$ cat config.mk
export PLATFORM = sky130hd
export DESIGN_NAME = heading_pid_drive_steering
export DESIGN_NICKNAME = d
export VERILOG_FILES = /design/src/design/hpds_pkg.sv /design/src/design/hpds_cfg.sv /design/src/design/hpds_mul.sv /design/src/design/hpds_seq.sv /design/src/design/heading_pid_drive_steering.sv
export SDC_FILE = /design/constraint.sdc
export NUM_CORES = 2
export LEC_CHECK = 0
export BUFFER_PORTS_ARGS = -buffer_cell sky130_fd_sc_hd__clkbuf_2
export CORE_MARGIN = 1
export CORE_UTILIZATION = 30
export CTS_CLUSTER_SIZE = 8
export DETAILED_ROUTE_END_ITERATION = 12
export GPL_TIMING_DRIVEN = 0
export PLACE_DENSITY = 0.43
export REMOVE_ABC_BUFFERS = 1
export SLEW_MARGIN = 20
export SYNTH_ARGS = -nofsm -noshare
export SYNTH_HDL_FRONTEND = slang
export SYNTH_HIERARCHICAL = 1
export SYNTH_SLANG_ARGS = --single-unit
$ cat constraint.sdc
create_clock -name clk -period 8.3 [get_ports clk]
set_input_delay 0.415 -clock clk [delete_from_list [all_inputs] [get_ports clk]]
set_output_delay 0.415 -clock clk [all_outputs]
set_load 0.02 [all_outputs]
$ cat src/design/hpds_pkg.sv
package hpds_pkg;

	// Configuration port geometry.
	localparam int ADDR_W = 5;
	localparam int DATA_W = 32;

	// Default values of the module parameters.
	localparam int LINE_THRESHOLD_DEF = 650;
	localparam int SUM_WIDTH_DEF      = 24;

	// Reset values of the configuration registers.
	localparam logic [15:0] GAIN_P_RST          = 16'd2048;
	localparam logic [15:0] GAIN_I_RST          = 16'd6400;
	localparam logic [15:0] GAIN_D_RST          = 16'd8960;
	localparam logic [7:0]  SPEED_FLOOR_RST     = 8'd150;
	localparam logic [7:0]  SPEED_CEILING_RST   = 8'd180;
	localparam logic [12:0] HEADING_GOAL_RST    = 13'd0;
	localparam logic [14:0] TARGET_DISTANCE_RST = 15'd0;
	localparam logic        LINE_STOP_RST       = 1'b0;

	// Datapath widths fixed by the field formats.
	localparam int EA_W   = 14;  // heading error, Q4 degrees
	localparam int ED_W   = 21;  // wheel distance difference, Q4
	localparam int E_W    = 20;  // blended error, Q4
	localparam int DIFF_W = 21;  // error difference for the derivative term
	localparam int CORR_W = 16;  // correction in speed units
	localparam int SPD_W  = 8;   // wheel PWM speed
	localparam int MUL_B_W = 17; // second multiplier operand, gains plus a sign bit

	// Blend weights in 1/256 units.
	localparam logic signed [MUL_B_W-1:0] BLEND_A = 17'sd179;
	localparam logic signed [MUL_B_W-1:0] BLEND_D = 17'sd77;

	// Input command codes.
	localparam logic CMD_START = 1'b0;
	localparam logic CMD_STEP  = 1'b1;

	// Register index on the configuration port.
	typedef enum logic [2:0] {
		REG_GAIN_P,
		REG_GAIN_I,
		REG_GAIN_D,
		REG_SPEED_FLOOR,
		REG_SPEED_CEILING,
		REG_HEADING_GOAL,
		REG_TARGET_DISTANCE,
		REG_LINE_STOP
	} reg_idx_t;

	// Configuration bundle handed from the register file to the sequencer.
	typedef struct packed {
		logic [15:0] gain_p;
		logic [15:0] gain_i;
		logic [15:0] gain_d;
		logic [7:0]  speed_floor;
		logic [7:0]  speed_ceiling;
		logic [12:0] heading_goal;
		logic [14:0] target_distance;
		logic        line_stop_en;
	} cfg_t;

endpackage

$ cat src/design/hpds_cfg.sv
module hpds_cfg (
	input  logic                        clk,
	input  logic                        arst_n,
	input  logic                        psel,
	input  logic                        penable,
	input  logic                        pwrite,
	input  logic [hpds_pkg::ADDR_W-1:0] paddr,
	input  logic [hpds_pkg::DATA_W-1:0] pwdata,
	output logic [hpds_pkg::DATA_W-1:0] prdata,
	output hpds_pkg::cfg_t              cfg
);

	hpds_pkg::cfg_t     cfg_q;
	hpds_pkg::reg_idx_t idx;
	logic               wr_en;

	assign idx   = hpds_pkg::reg_idx_t'(paddr[hpds_pkg::ADDR_W-1:2]);
	assign wr_en = psel & penable & pwrite;
	assign cfg   = cfg_q;

	// Register writes complete in the access phase of a write transaction.
	always_ff @(posedge clk or negedge arst_n) begin
		if (!arst_n) begin
			cfg_q.gain_p          <= hpds_pkg::GAIN_P_RST;
			cfg_q.gain_i          <= hpds_pkg::GAIN_I_RST;
			cfg_q.gain_d          <= hpds_pkg::GAIN_D_RST;
			cfg_q.speed_floor     <= hpds_pkg::SPEED_FLOOR_RST;
			cfg_q.speed_ceiling   <= hpds_pkg::SPEED_CEILING_RST;
			cfg_q.heading_goal    <= hpds_pkg::HEADING_GOAL_RST;
			cfg_q.target_distance <= hpds_pkg::TARGET_DISTANCE_RST;
			cfg_q.line_stop_en    <= hpds_pkg::LINE_STOP_RST;
		end else if (wr_en) begin
			unique case (idx)
				hpds_pkg::REG_GAIN_P:          cfg_q.gain_p          <= pwdata[15:0];
				hpds_pkg::REG_GAIN_I:          cfg_q.gain_i          <= pwdata[15:0];
				hpds_pkg::REG_GAIN_D:          cfg_q.gain_d          <= pwdata[15:0];
				hpds_pkg::REG_SPEED_FLOOR:     cfg_q.speed_floor     <= pwdata[7:0];
				hpds_pkg::REG_SPEED_CEILING:   cfg_q.speed_ceiling   <= pwdata[7:0];
				hpds_pkg::REG_HEADING_GOAL:    cfg_q.heading_goal    <= pwdata[12:0];
				hpds_pkg::REG_TARGET_DISTANCE: cfg_q.target_distance <= pwdata[14:0];
				hpds_pkg::REG_LINE_STOP:       cfg_q.line_stop_en    <= pwdata[0];
				default: ;
			endcase
		end
	end

	// Read data mux, zero-extended to the bus width.
	always_comb begin
		prdata = '0;
		unique case (idx)
			hpds_pkg::REG_GAIN_P:          prdata = 32'(cfg_q.gain_p);
			hpds_pkg::REG_GAIN_I:          prdata = 32'(cfg_q.gain_i);
			hpds_pkg::REG_GAIN_D:          prdata = 32'(cfg_q.gain_d);
			hpds_pkg::REG_SPEED_FLOOR:     prdata = 32'(cfg_q.speed_floor);
			hpds_pkg::REG_SPEED_CEILING:   prdata = 32'(cfg_q.speed_ceiling);
			hpds_pkg::REG_HEADING_GOAL:    prdata = 32'(cfg_q.heading_goal);
			hpds_pkg::REG_TARGET_DISTANCE: prdata = 32'(cfg_q.target_distance);
			hpds_pkg::REG_LINE_STOP:       prdata = 32'(cfg_q.line_stop_en);
			default:                       prdata = '0;
		endcase
	end

endmodule

$ cat src/design/hpds_mul.sv
module hpds_mul #(
	parameter int AW = 24,
	parameter int BW = 17
) (
	input  logic                    clk,
	input  logic signed [AW-1:0]    a,
	input  logic signed [BW-1:0]    b,
	output logic signed [AW+BW-1:0] p
);

	logic signed [AW+BW-1:0] p_q;

	// Signed multiply with the product registered.
	always_ff @(posedge clk) begin
		p_q <= (AW+BW)'(a) * (AW+BW)'(b);
	end

	assign p = p_q;

endmodule

$ cat src/design/hpds_seq.sv
module hpds_seq #(
	parameter int SUM_WIDTH      = hpds_pkg::SUM_WIDTH_DEF,
	parameter int LINE_THRESHOLD = hpds_pkg::LINE_THRESHOLD_DEF
) (
	input  logic                      clk,
	input  logic                      arst_n,
	input  hpds_pkg::cfg_t            cfg,
	input  logic                      in_valid,
	output logic                      in_stall,
	input  logic                      cmd,
	input  logic signed [12:0]        heading,
	input  logic signed [15:0]        travel_left,
	input  logic signed [15:0]        travel_right,
	input  logic [9:0]                sensor_left,
	input  logic [9:0]                sensor_right,
	output logic                      out_valid,
	input  logic                      out_stall,
	output logic [7:0]                speed_left,
	output logic [7:0]                speed_right,
	output logic signed [15:0]        correction,
	output logic                      done_res
);

	localparam int AW   = (SUM_WIDTH > hpds_pkg::DIFF_W) ? SUM_WIDTH : hpds_pkg::DIFF_W;
	localparam int BW   = hpds_pkg::MUL_B_W;
	localparam int PW   = AW + BW;
	localparam int ACW  = PW + 2;
	localparam int QW   = ACW - 12;
	localparam int EXT  = ((SUM_WIDTH > hpds_pkg::E_W) ? SUM_WIDTH : hpds_pkg::E_W) + 1;
	localparam int SPXW = hpds_pkg::CORR_W + 2;

	typedef enum logic [3:0] {
		S_IDLE,
		S_EA,
		S_ED,
		S_BLEND,
		S_INT,
		S_MI,
		S_MD,
		S_ACC,
		S_CORR,
		S_SPD,
		S_OUT
	} state_t;

	state_t state_q;

	// Latched input transaction.
	logic signed [12:0] heading_q;
	logic signed [15:0] tl_q;
	logic signed [15:0] tr_q;
	logic [9:0]         sl_q;
	logic [9:0]         sr_q;

	// Loop state and working registers.
	logic signed [SUM_WIDTH-1:0]          sum_q;
	logic signed [hpds_pkg::E_W-1:0]      last_q;
	logic signed [hpds_pkg::E_W-1:0]      e_q;
	logic signed [hpds_pkg::DIFF_W-1:0]   diff_q;
	logic signed [ACW-1:0]                acc_q;
	logic signed [hpds_pkg::CORR_W-1:0]   corr_q;
	logic                                 done_q;
	logic [hpds_pkg::SPD_W-1:0]           lspd_q;
	logic [hpds_pkg::SPD_W-1:0]           rspd_q;

	// Output register.
	logic                                 out_valid_q;
	logic [7:0]                           speed_left_q;
	logic [7:0]                           speed_right_q;
	logic signed [15:0]                   correction_q;
	logic                                 done_res_q;

	logic                                 in_acc;
	logic                                 out_free;
	logic signed [12:0]                   tgt_head;
	logic signed [hpds_pkg::EA_W-1:0]     ea;
	logic signed [16:0]                   tdiff;
	logic signed [hpds_pkg::ED_W-1:0]     ed;
	logic signed [AW-1:0]                 mul_a;
	logic signed [BW-1:0]                 mul_b;
	logic signed [PW-1:0]                 prod;
	logic signed [ACW-1:0]                acc_plus;
	logic signed [EXT-1:0]                sum_ext;
	logic signed [SUM_WIDTH-1:0]          sum_sat;
	logic signed [ACW-1:0]                acc_adj;
	logic signed [QW-1:0]                 quot;
	logic signed [hpds_pkg::CORR_W-1:0]   corr_sat;
	logic signed [SPXW-1:0]               r_raw;
	logic signed [SPXW-1:0]               l_raw;
	logic [hpds_pkg::SPD_W-1:0]           r_clamped;
	logic [hpds_pkg::SPD_W-1:0]           l_clamped;
	logic                                 dist_hit;
	logic                                 line_hit;

	// Speed clamp: the floor test wins over the ceiling test.
	function automatic logic [hpds_pkg::SPD_W-1:0] clamp_speed(
		input logic signed [SPXW-1:0] x,
		input logic [7:0]             lo,
		input logic [7:0]             hi
	);
		logic signed [SPXW-1:0] lo_x;
		logic signed [SPXW-1:0] hi_x;
		lo_x = $signed({{(SPXW-8){1'b0}}, lo});
		hi_x = $signed({{(SPXW-8){1'b0}}, hi});
		if (x < lo_x) begin
			clamp_speed = lo;
		end else if (x > hi_x) begin
			clamp_speed = hi;
		end else begin
			clamp_speed = x[hpds_pkg::SPD_W-1:0];
		end
	endfunction

	assign in_stall = (state_q != S_IDLE);
	assign in_acc   = in_valid & ~in_stall;
	assign out_free = ~out_valid_q | ~out_stall;

	// Error terms from the latched transaction.
	assign tgt_head = cfg.heading_goal;
	assign ea       = hpds_pkg::EA_W'(tgt_head) - hpds_pkg::EA_W'(heading_q);
	assign tdiff    = 17'(tl_q) - 17'(tr_q);
	assign ed       = {tdiff, 4'b0000};

	// Operand select for the shared multiplier.
	always_comb begin
		mul_a = '0;
		mul_b = '0;
		unique case (state_q)
			S_EA: begin
				mul_a = AW'(ea);
				mul_b = hpds_pkg::BLEND_A;
			end
			S_ED: begin
				mul_a = AW'(ed);
				mul_b = hpds_pkg::BLEND_D;
			end
			S_INT: begin
				mul_a = AW'(e_q);
				mul_b = $signed({1'b0, cfg.gain_p});
			end
			S_MI: begin
				mul_a = AW'(sum_q);
				mul_b = $signed({1'b0, cfg.gain_i});
			end
			S_MD: begin
				mul_a = AW'(diff_q);
				mul_b = $signed({1'b0, cfg.gain_d});
			end
			default: begin
				mul_a = '0;
				mul_b = '0;
			end
		endcase
	end

	hpds_mul #(
		.AW(AW),
		.BW(BW)
	) u_mul (
		.clk(clk),
		.a  (mul_a),
		.b  (mul_b),
		.p  (prod)
	);

	assign acc_plus = acc_q + ACW'(prod);

	// Integral update, saturated to the accumulator width.
	always_comb begin
		sum_ext = EXT'(sum_q) + EXT'(e_q);
		if ((&sum_ext[EXT-1:SUM_WIDTH-1]) | ~(|sum_ext[EXT-1:SUM_WIDTH-1])) begin
			sum_sat = sum_ext[SUM_WIDTH-1:0];
		end else begin
			sum_sat = {sum_ext[EXT-1], {(SUM_WIDTH-1){~sum_ext[EXT-1]}}};
		end
	end

	// Divide by 4096 toward zero, then saturate to the correction width.
	always_comb begin
		acc_adj = acc_q + (acc_q[ACW-1] ? ACW'(4095) : ACW'(0));
		quot    = acc_adj[ACW-1:12];
		if ((&quot[QW-1:hpds_pkg::CORR_W-1]) | ~(|quot[QW-1:hpds_pkg::CORR_W-1])) begin
			corr_sat = quot[hpds_pkg::CORR_W-1:0];
		end else begin
			corr_sat = {quot[QW-1], {(hpds_pkg::CORR_W-1){~quot[QW-1]}}};
		end
	end

	// Wheel speed update and finish test.
	assign r_raw     = $signed({{(SPXW-8){1'b0}}, rspd_q}) + SPXW'(corr_q);
	assign l_raw     = $signed({{(SPXW-8){1'b0}}, lspd_q}) - SPXW'(corr_q);
	assign r_clamped = clamp_speed(r_raw, cfg.speed_floor, cfg.speed_ceiling);
	assign l_clamped = clamp_speed(l_raw, cfg.speed_floor, cfg.speed_ceiling);
	assign dist_hit  = (17'(tl_q) >= $signed({2'b00, cfg.target_distance}))
		&& (17'(tr_q) >= $signed({2'b00, cfg.target_distance}));
	assign line_hit  = cfg.line_stop_en
		&& ((sl_q > 10'(LINE_THRESHOLD)) || (sr_q > 10'(LINE_THRESHOLD)));

	// Sequencer, loop state and output register.
	always_ff @(posedge clk or negedge arst_n) begin
		if (!arst_n) begin
			state_q       <= S_IDLE;
			sum_q         <= '0;
			last_q        <= '0;
			lspd_q        <= hpds_pkg::SPEED_FLOOR_RST;
			rspd_q        <= hpds_pkg::SPEED_FLOOR_RST;
			out_valid_q   <= 1'b0;
			speed_left_q  <= '0;
			speed_right_q <= '0;
			correction_q  <= '0;
			done_res_q    <= 1'b0;
		end else begin
			// A finished result loads the output register once it is free.
			if (state_q == S_OUT && out_free) begin
				out_valid_q <= 1'b1;
			end else if (out_valid_q && !out_stall) begin
				out_valid_q <= 1'b0;
			end
			unique case (state_q)
				S_IDLE: begin
					if (in_acc) begin
						if (cmd == hpds_pkg::CMD_START) begin
							sum_q   <= '0;
							last_q  <= '0;
							lspd_q  <= cfg.speed_floor;
							rspd_q  <= cfg.speed_floor;
							state_q <= S_OUT;
						end else begin
							state_q <= S_EA;
						end
					end
				end
				S_EA:    state_q <= S_ED;
				S_ED:    state_q <= S_BLEND;
				S_BLEND: state_q <= S_INT;
				S_INT: begin
					sum_q   <= sum_sat;
					last_q  <= e_q;
					state_q <= S_MI;
				end
				S_MI:    state_q <= S_MD;
				S_MD:    state_q <= S_ACC;
				S_ACC:   state_q <= S_CORR;
				S_CORR:  state_q <= S_SPD;
				S_SPD: begin
					lspd_q  <= l_clamped;
					rspd_q  <= r_clamped;
					state_q <= S_OUT;
				end
				S_OUT: begin
					if (out_free) begin
						speed_left_q  <= lspd_q;
						speed_right_q <= rspd_q;
						correction_q  <= corr_q;
						done_res_q    <= done_q;
						state_q       <= S_IDLE;
					end
				end
				default: state_q <= S_IDLE;
			endcase
		end
	end

	// Working registers of the datapath.
	always_ff @(posedge clk) begin
		unique case (state_q)
			S_IDLE: begin
				if (in_acc) begin
					heading_q <= heading;
					tl_q      <= travel_left;
					tr_q      <= travel_right;
					sl_q      <= sensor_left;
					sr_q      <= sensor_right;
					corr_q    <= '0;
					done_q    <= 1'b0;
				end
			end
			S_ED:    acc_q  <= ACW'(prod);
			S_BLEND: e_q    <= acc_plus[hpds_pkg::E_W+7:8];
			S_INT:   diff_q <= hpds_pkg::DIFF_W'(e_q) - hpds_pkg::DIFF_W'(last_q);
			S_MI:    acc_q  <= ACW'(prod);
			S_MD:    acc_q  <= acc_plus;
			S_ACC:   acc_q  <= acc_plus;
			S_CORR:  corr_q <= corr_sat;
			S_SPD:   done_q <= dist_hit | line_hit;
			default: ;
		endcase
	end

	assign out_valid   = out_valid_q;
	assign speed_left  = speed_left_q;
	assign speed_right = speed_right_q;
	assign correction  = correction_q;
	assign done_res    = done_res_q;

endmodule

$ cat src/design/heading_pid_drive_steering.sv
// Heading-hold PID steering for a two-wheel differential drive.
// Configuration registers (gains, speed limits, target heading and distance,
// line stop enable) are written over the APB-style port; the user must do so
// only while idle, as the block does not enforce it. pready is always high.
// The input channel carries one command per transaction: a start command
// clears the integral and previous error and loads both wheel speeds with the
// speed floor, a step command runs one control update. Every input transaction
// gives exactly one output transaction with both wheel speeds, the correction
// and the done flag.
// Reads return the register value. A step command runs through the states EA,
// ED, BLEND, INT, MI, MD, ACC, CORR, SPD and OUT, as the single shared
// multiplier is used five times with a registered product, followed by adds;
// a start command goes straight to OUT. in_stall stays high while an item is
// at work. The result is loaded into the output register in state OUT.
// The output register holds a finished result while out_stall is high; the
// next item may be accepted meanwhile, and its result waits in the sequencer
// until the output register is free.
// Reset restores the register defaults, clears the loop state and sets both
// wheel speeds to 150.
module heading_pid_drive_steering #(
	parameter int SUM_WIDTH      = hpds_pkg::SUM_WIDTH_DEF,
	parameter int LINE_THRESHOLD = hpds_pkg::LINE_THRESHOLD_DEF
) (
	input  logic                        clk,
	input  logic                        arst_n,
	input  logic                        psel,
	input  logic                        penable,
	input  logic                        pwrite,
	input  logic [hpds_pkg::ADDR_W-1:0] paddr,
	input  logic [hpds_pkg::DATA_W-1:0] pwdata,
	output logic [hpds_pkg::DATA_W-1:0] prdata,
	output logic                        pready,
	input  logic                        in_valid,
	output logic                        in_stall,
	input  logic                        cmd,
	input  logic signed [12:0]          heading,
	input  logic signed [15:0]          travel_left,
	input  logic signed [15:0]          travel_right,
	input  logic [9:0]                  sensor_left,
	input  logic [9:0]                  sensor_right,
	output logic                        out_valid,
	input  logic                        out_stall,
	output logic [7:0]                  speed_left,
	output logic [7:0]                  speed_right,
	output logic signed [15:0]          correction,
	output logic                        done_res
);

	hpds_pkg::cfg_t cfg;

	assign pready = 1'b1;

	// Configuration register file.
	hpds_cfg u_cfg (
		.clk    (clk),
		.arst_n (arst_n),
		.psel   (psel),
		.penable(penable),
		.pwrite (pwrite),
		.paddr  (paddr),
		.pwdata (pwdata),
		.prdata (prdata),
		.cfg    (cfg)
	);

	// Control loop sequencer around the shared multiplier.
	hpds_seq #(
		.SUM_WIDTH     (SUM_WIDTH),
		.LINE_THRESHOLD(LINE_THRESHOLD)
	) u_seq (
		.clk         (clk),
		.arst_n      (arst_n),
		.cfg         (cfg),
		.in_valid    (in_valid),
		.in_stall    (in_stall),
		.cmd         (cmd),
		.heading     (heading),
		.travel_left (travel_left),
		.travel_right(travel_right),
		.sensor_left (sensor_left),
		.sensor_right(sensor_right),
		.out_valid   (out_valid),
		.out_stall   (out_stall),
		.speed_left  (speed_left),
		.speed_right (speed_right),
		.correction  (correction),
		.done_res    (done_res)
	);

endmodule
==> flow_summary.json <==
{
  "hold_depth": 3,
  "die_w_um": 364.6,
  "io_pins": 178,
  "min_period_over_period_pct": 103.5,
  "htreeDepth": 2,
  "synth_area_leader_cell": "fa_1",
  "clockBufferDepth": 3,
  "yosys_most_used_dff": "dfrtp_1",
  "tns_ns": -1.110,
  "initial_core_util_pct": 30.35,
  "yosysWarnings": 6,
  "first_pass_iters": 6,
  "maxCapViolCount": 0,
  "grt_pass1_wl_um": 189900,
  "drtIter0Drc": 1679,
  "slew_viol_final": 0,
  "critPathMaxStageDelay_ns": 0.57,
  "path_class": "reg2reg",
  "clock-sinks": 398,
  "reg2regPathDepth": 35,
  "die_area_um2": 132900,
  "synthArstFlopShare_pct": 47.99,
  "numCtsBuffers": 58,
  "gp_congestion": 0.8382,
  "synthCells": 4062,
  "critPathArrivalTime_ns": 9.09,
  "yosysTopAreaCellShare_pct": 20.71,
  "yosys.cell_count.top_type": "inv_1",
  "worstPathRequired_ns": 8.80,
  "grt_max_degree": 78,
  "routed_wl_um": 121400,
  "drc": 0,
  "ys_ff_latch": 398,
  "period_minus_slack_ns": 8.591,
  "holdWs_ns": 0.05207,
  "die_h_um": 364.6,
  "cp_common_cell": "fa_1",
  "avgSynthCellArea_um2": 9.711,
  "clock_skew_ns": 0.04249,
  "rows": 132,
  "yosys-top-cells-count": "614 x inv_1, 419 x nand2_1, 408 x fa_1",
  "clockRootBuffer": "clkbuf_16",
  "ant_nets": 0,
  "final_area_um2": 47470,
  "syn_to_final_growth_pct": 20.33,
  "startpoint_type": "register",
  "fill_cells": 13240,
  "port_buffers": 142,
  "post_synth_num_cell_types": 102,
  "synth_edf_count": 166,
  "finalWorstSetupSlack_ns": -0.2911,
  "grt_use_total_pct": 18.52,
  "status": "complete, but fails checks",
  "routed_via_density": 4.906,
  "fmax_mhz": 116.4,
  "gr-total-overflow": 0,
  "multi_input_area_um2": 27350,
  "ys_seq_area_share_pct": 26.91,
  "place_ws_ns": -2.214,
  "synth_area_leaders": "fa_1 21%, edfxtp_1 13%, dfrtp_1 11%",
  "slew_headroom_pct": 21.88,
  "hold_class": "in2reg",
  "vias": 30160,
  "placed_area_um2": 42780,
  "tightestPinTransition_ns": 1.168,
  "layout-drive-gt1-share_pct": 18.57,
  "clk_pin_slew_ns": 0.05,
  "antenna_found_initial": 0,
  "nets": 5175,
  "netlist_area_um2": 39450,
  "cp-end-kind": "register",
  "slowest_stage": "fa_1",
  "grt_pass1_vias": 31730,
  "core-area_um2": 130000,
  "hold_viol": 0,
  "violations": "setup timing",
  "setup_viol": 8,
  "wl_per_cell_um": 19.75,
  "dp_hpwl_um": 93640,
  "rsz0062_at_grt": "true",
  "seqCellArea_um2": 10620,
  "clk_latency_ns": 0.65,
  "cts_tree": "built",
  "path_max_fanout": 7
}
[metal layers]
layer | vias up | routed length [µm] | GRT usage (%)
met4 | 0 | 2859 | 4.325
met1 | 15300 | 55320 | 24.59
met5 | - | 0 | 0
met2 | 528 | 59270 | 32.27
met3 | 122 | 3921 | 1.795
li1 | 14210 | - | -
[final cells by class]
class	instances	share of cell area, %
inverters	615	4.898
multi-input cells	2910	57.62
repair buffers	373	6.698
well taps	1742	4.592
clock inverters	6	0.2741
diodes	1	0.005272
flip-flops and latches	398	22.38
clock buffers	102	3.538
[placed cells by master, fill, tap and decap left out, types with 40 or more instances in the layout]
cell and instances:
xnor2_1 86, fa_1 384, mux2_2 138, dfxtp_1 41, ha_1 278, nand2b_1 40
and2_1 178, clkbuf_1 40, a21oi_1 138, buf_4 104, dfrtp_1 164, dlygate4sd3_1 66
xor2_1 52, inv_1 587, nor2b_1 41, clkbuf_16 61, clkbuf_2 141, mux2i_1 47
nand2_1 389, edfxtp_1 166, nor2_1 166, a21o_1 65, nor3_1 49, o21ai_0 133
[critical path: cells and delay by family (launching register included)]
family	cells	cell delay, ns
buf+inv	7	0.34
mux	1	0.25
flops	1	0.37
compound gates	10	2.09
fa+ha+maj	9	3.85
simple gates	8	1.46
[state kept, by name, indices dropped and copies added, names as in the netlist, 4 cells and up]
| name | flops |
|---|---|
| u_seq/tl_q | 16 |
| u_seq/u_mul/p | 41 |
| u_seq/sl_q | 10 |
| u_seq/sr_q | 10 |
| u_seq/acc_q | 43 |
| u_seq/tr_q | 16 |
| u_seq/last_q | 20 |
| u_seq/sum_q | 24 |
| u_seq/state_q | 4 |
| u_cfg/cfg | 93 |
| u_seq/heading_q | 13 |
| u_seq/diff_q | 21 |
| u_seq/correction | 16 |
| u_seq/speed_right | 8 |
| u_seq/e_q | 20 |
| u_seq/lspd_q | 8 |
| u_seq/rspd_q | 8 |
| u_seq/corr_q | 16 |
| u_seq/speed_left | 8 |
[repair_timing]
action                     in CTS  in global routing
hold endpoints to repair      128                  0
resized for setup             234                 62
gates cloned                    2                  1
hold buffers                   66                  0
setup buffers                  94                 26
pin swaps                     164                 88
setup endpoints to repair      30                 24
[stage by stage]
step	util, %	std cells
2_1_floorplan	-	3922
3_3_place_gp	32.08	5806
3_5_place_dp	32.91	5853
4_1_cts	36.17	6122
5_1_grt	36.52	6146
6_report	36.52	6147
[logic make-up after synthesis]
family / after synthesis / share of synthesized area, %
simple gates: 1095 / 13.59
buf+inv: 776 / 7.670
compound gates: 739 / 12.73
fa+ha+maj: 709 / 30.25
flops: 398 / 26.91
mux: 191 / 5.475
xor+xnor: 151 / 3.353
other cells: 3 / 0.02854
[final timing paths]
path                                     startpoint             endpoint  slack, ns
min in group asynchronous                    arst_n        u_cfg/cfg[90]       0.37
worst max-delay path                  u_seq/tl_q[0]    u_seq/u_mul/p[39]      -0.29
max in group asynchronous                    arst_n        u_cfg/cfg[38]       6.73
worst min register to register  u_seq/speed_left[0]  u_seq/speed_left[0]       0.48
worst min-delay path                       in_valid     u_seq/state_q[0]       0.05
worst max register to register        u_seq/tl_q[0]    u_seq/u_mul/p[39]      -0.29
Power is not shown: default switching activity piles up to over one toggle a cycle in this logic, so the estimate is an artifact.
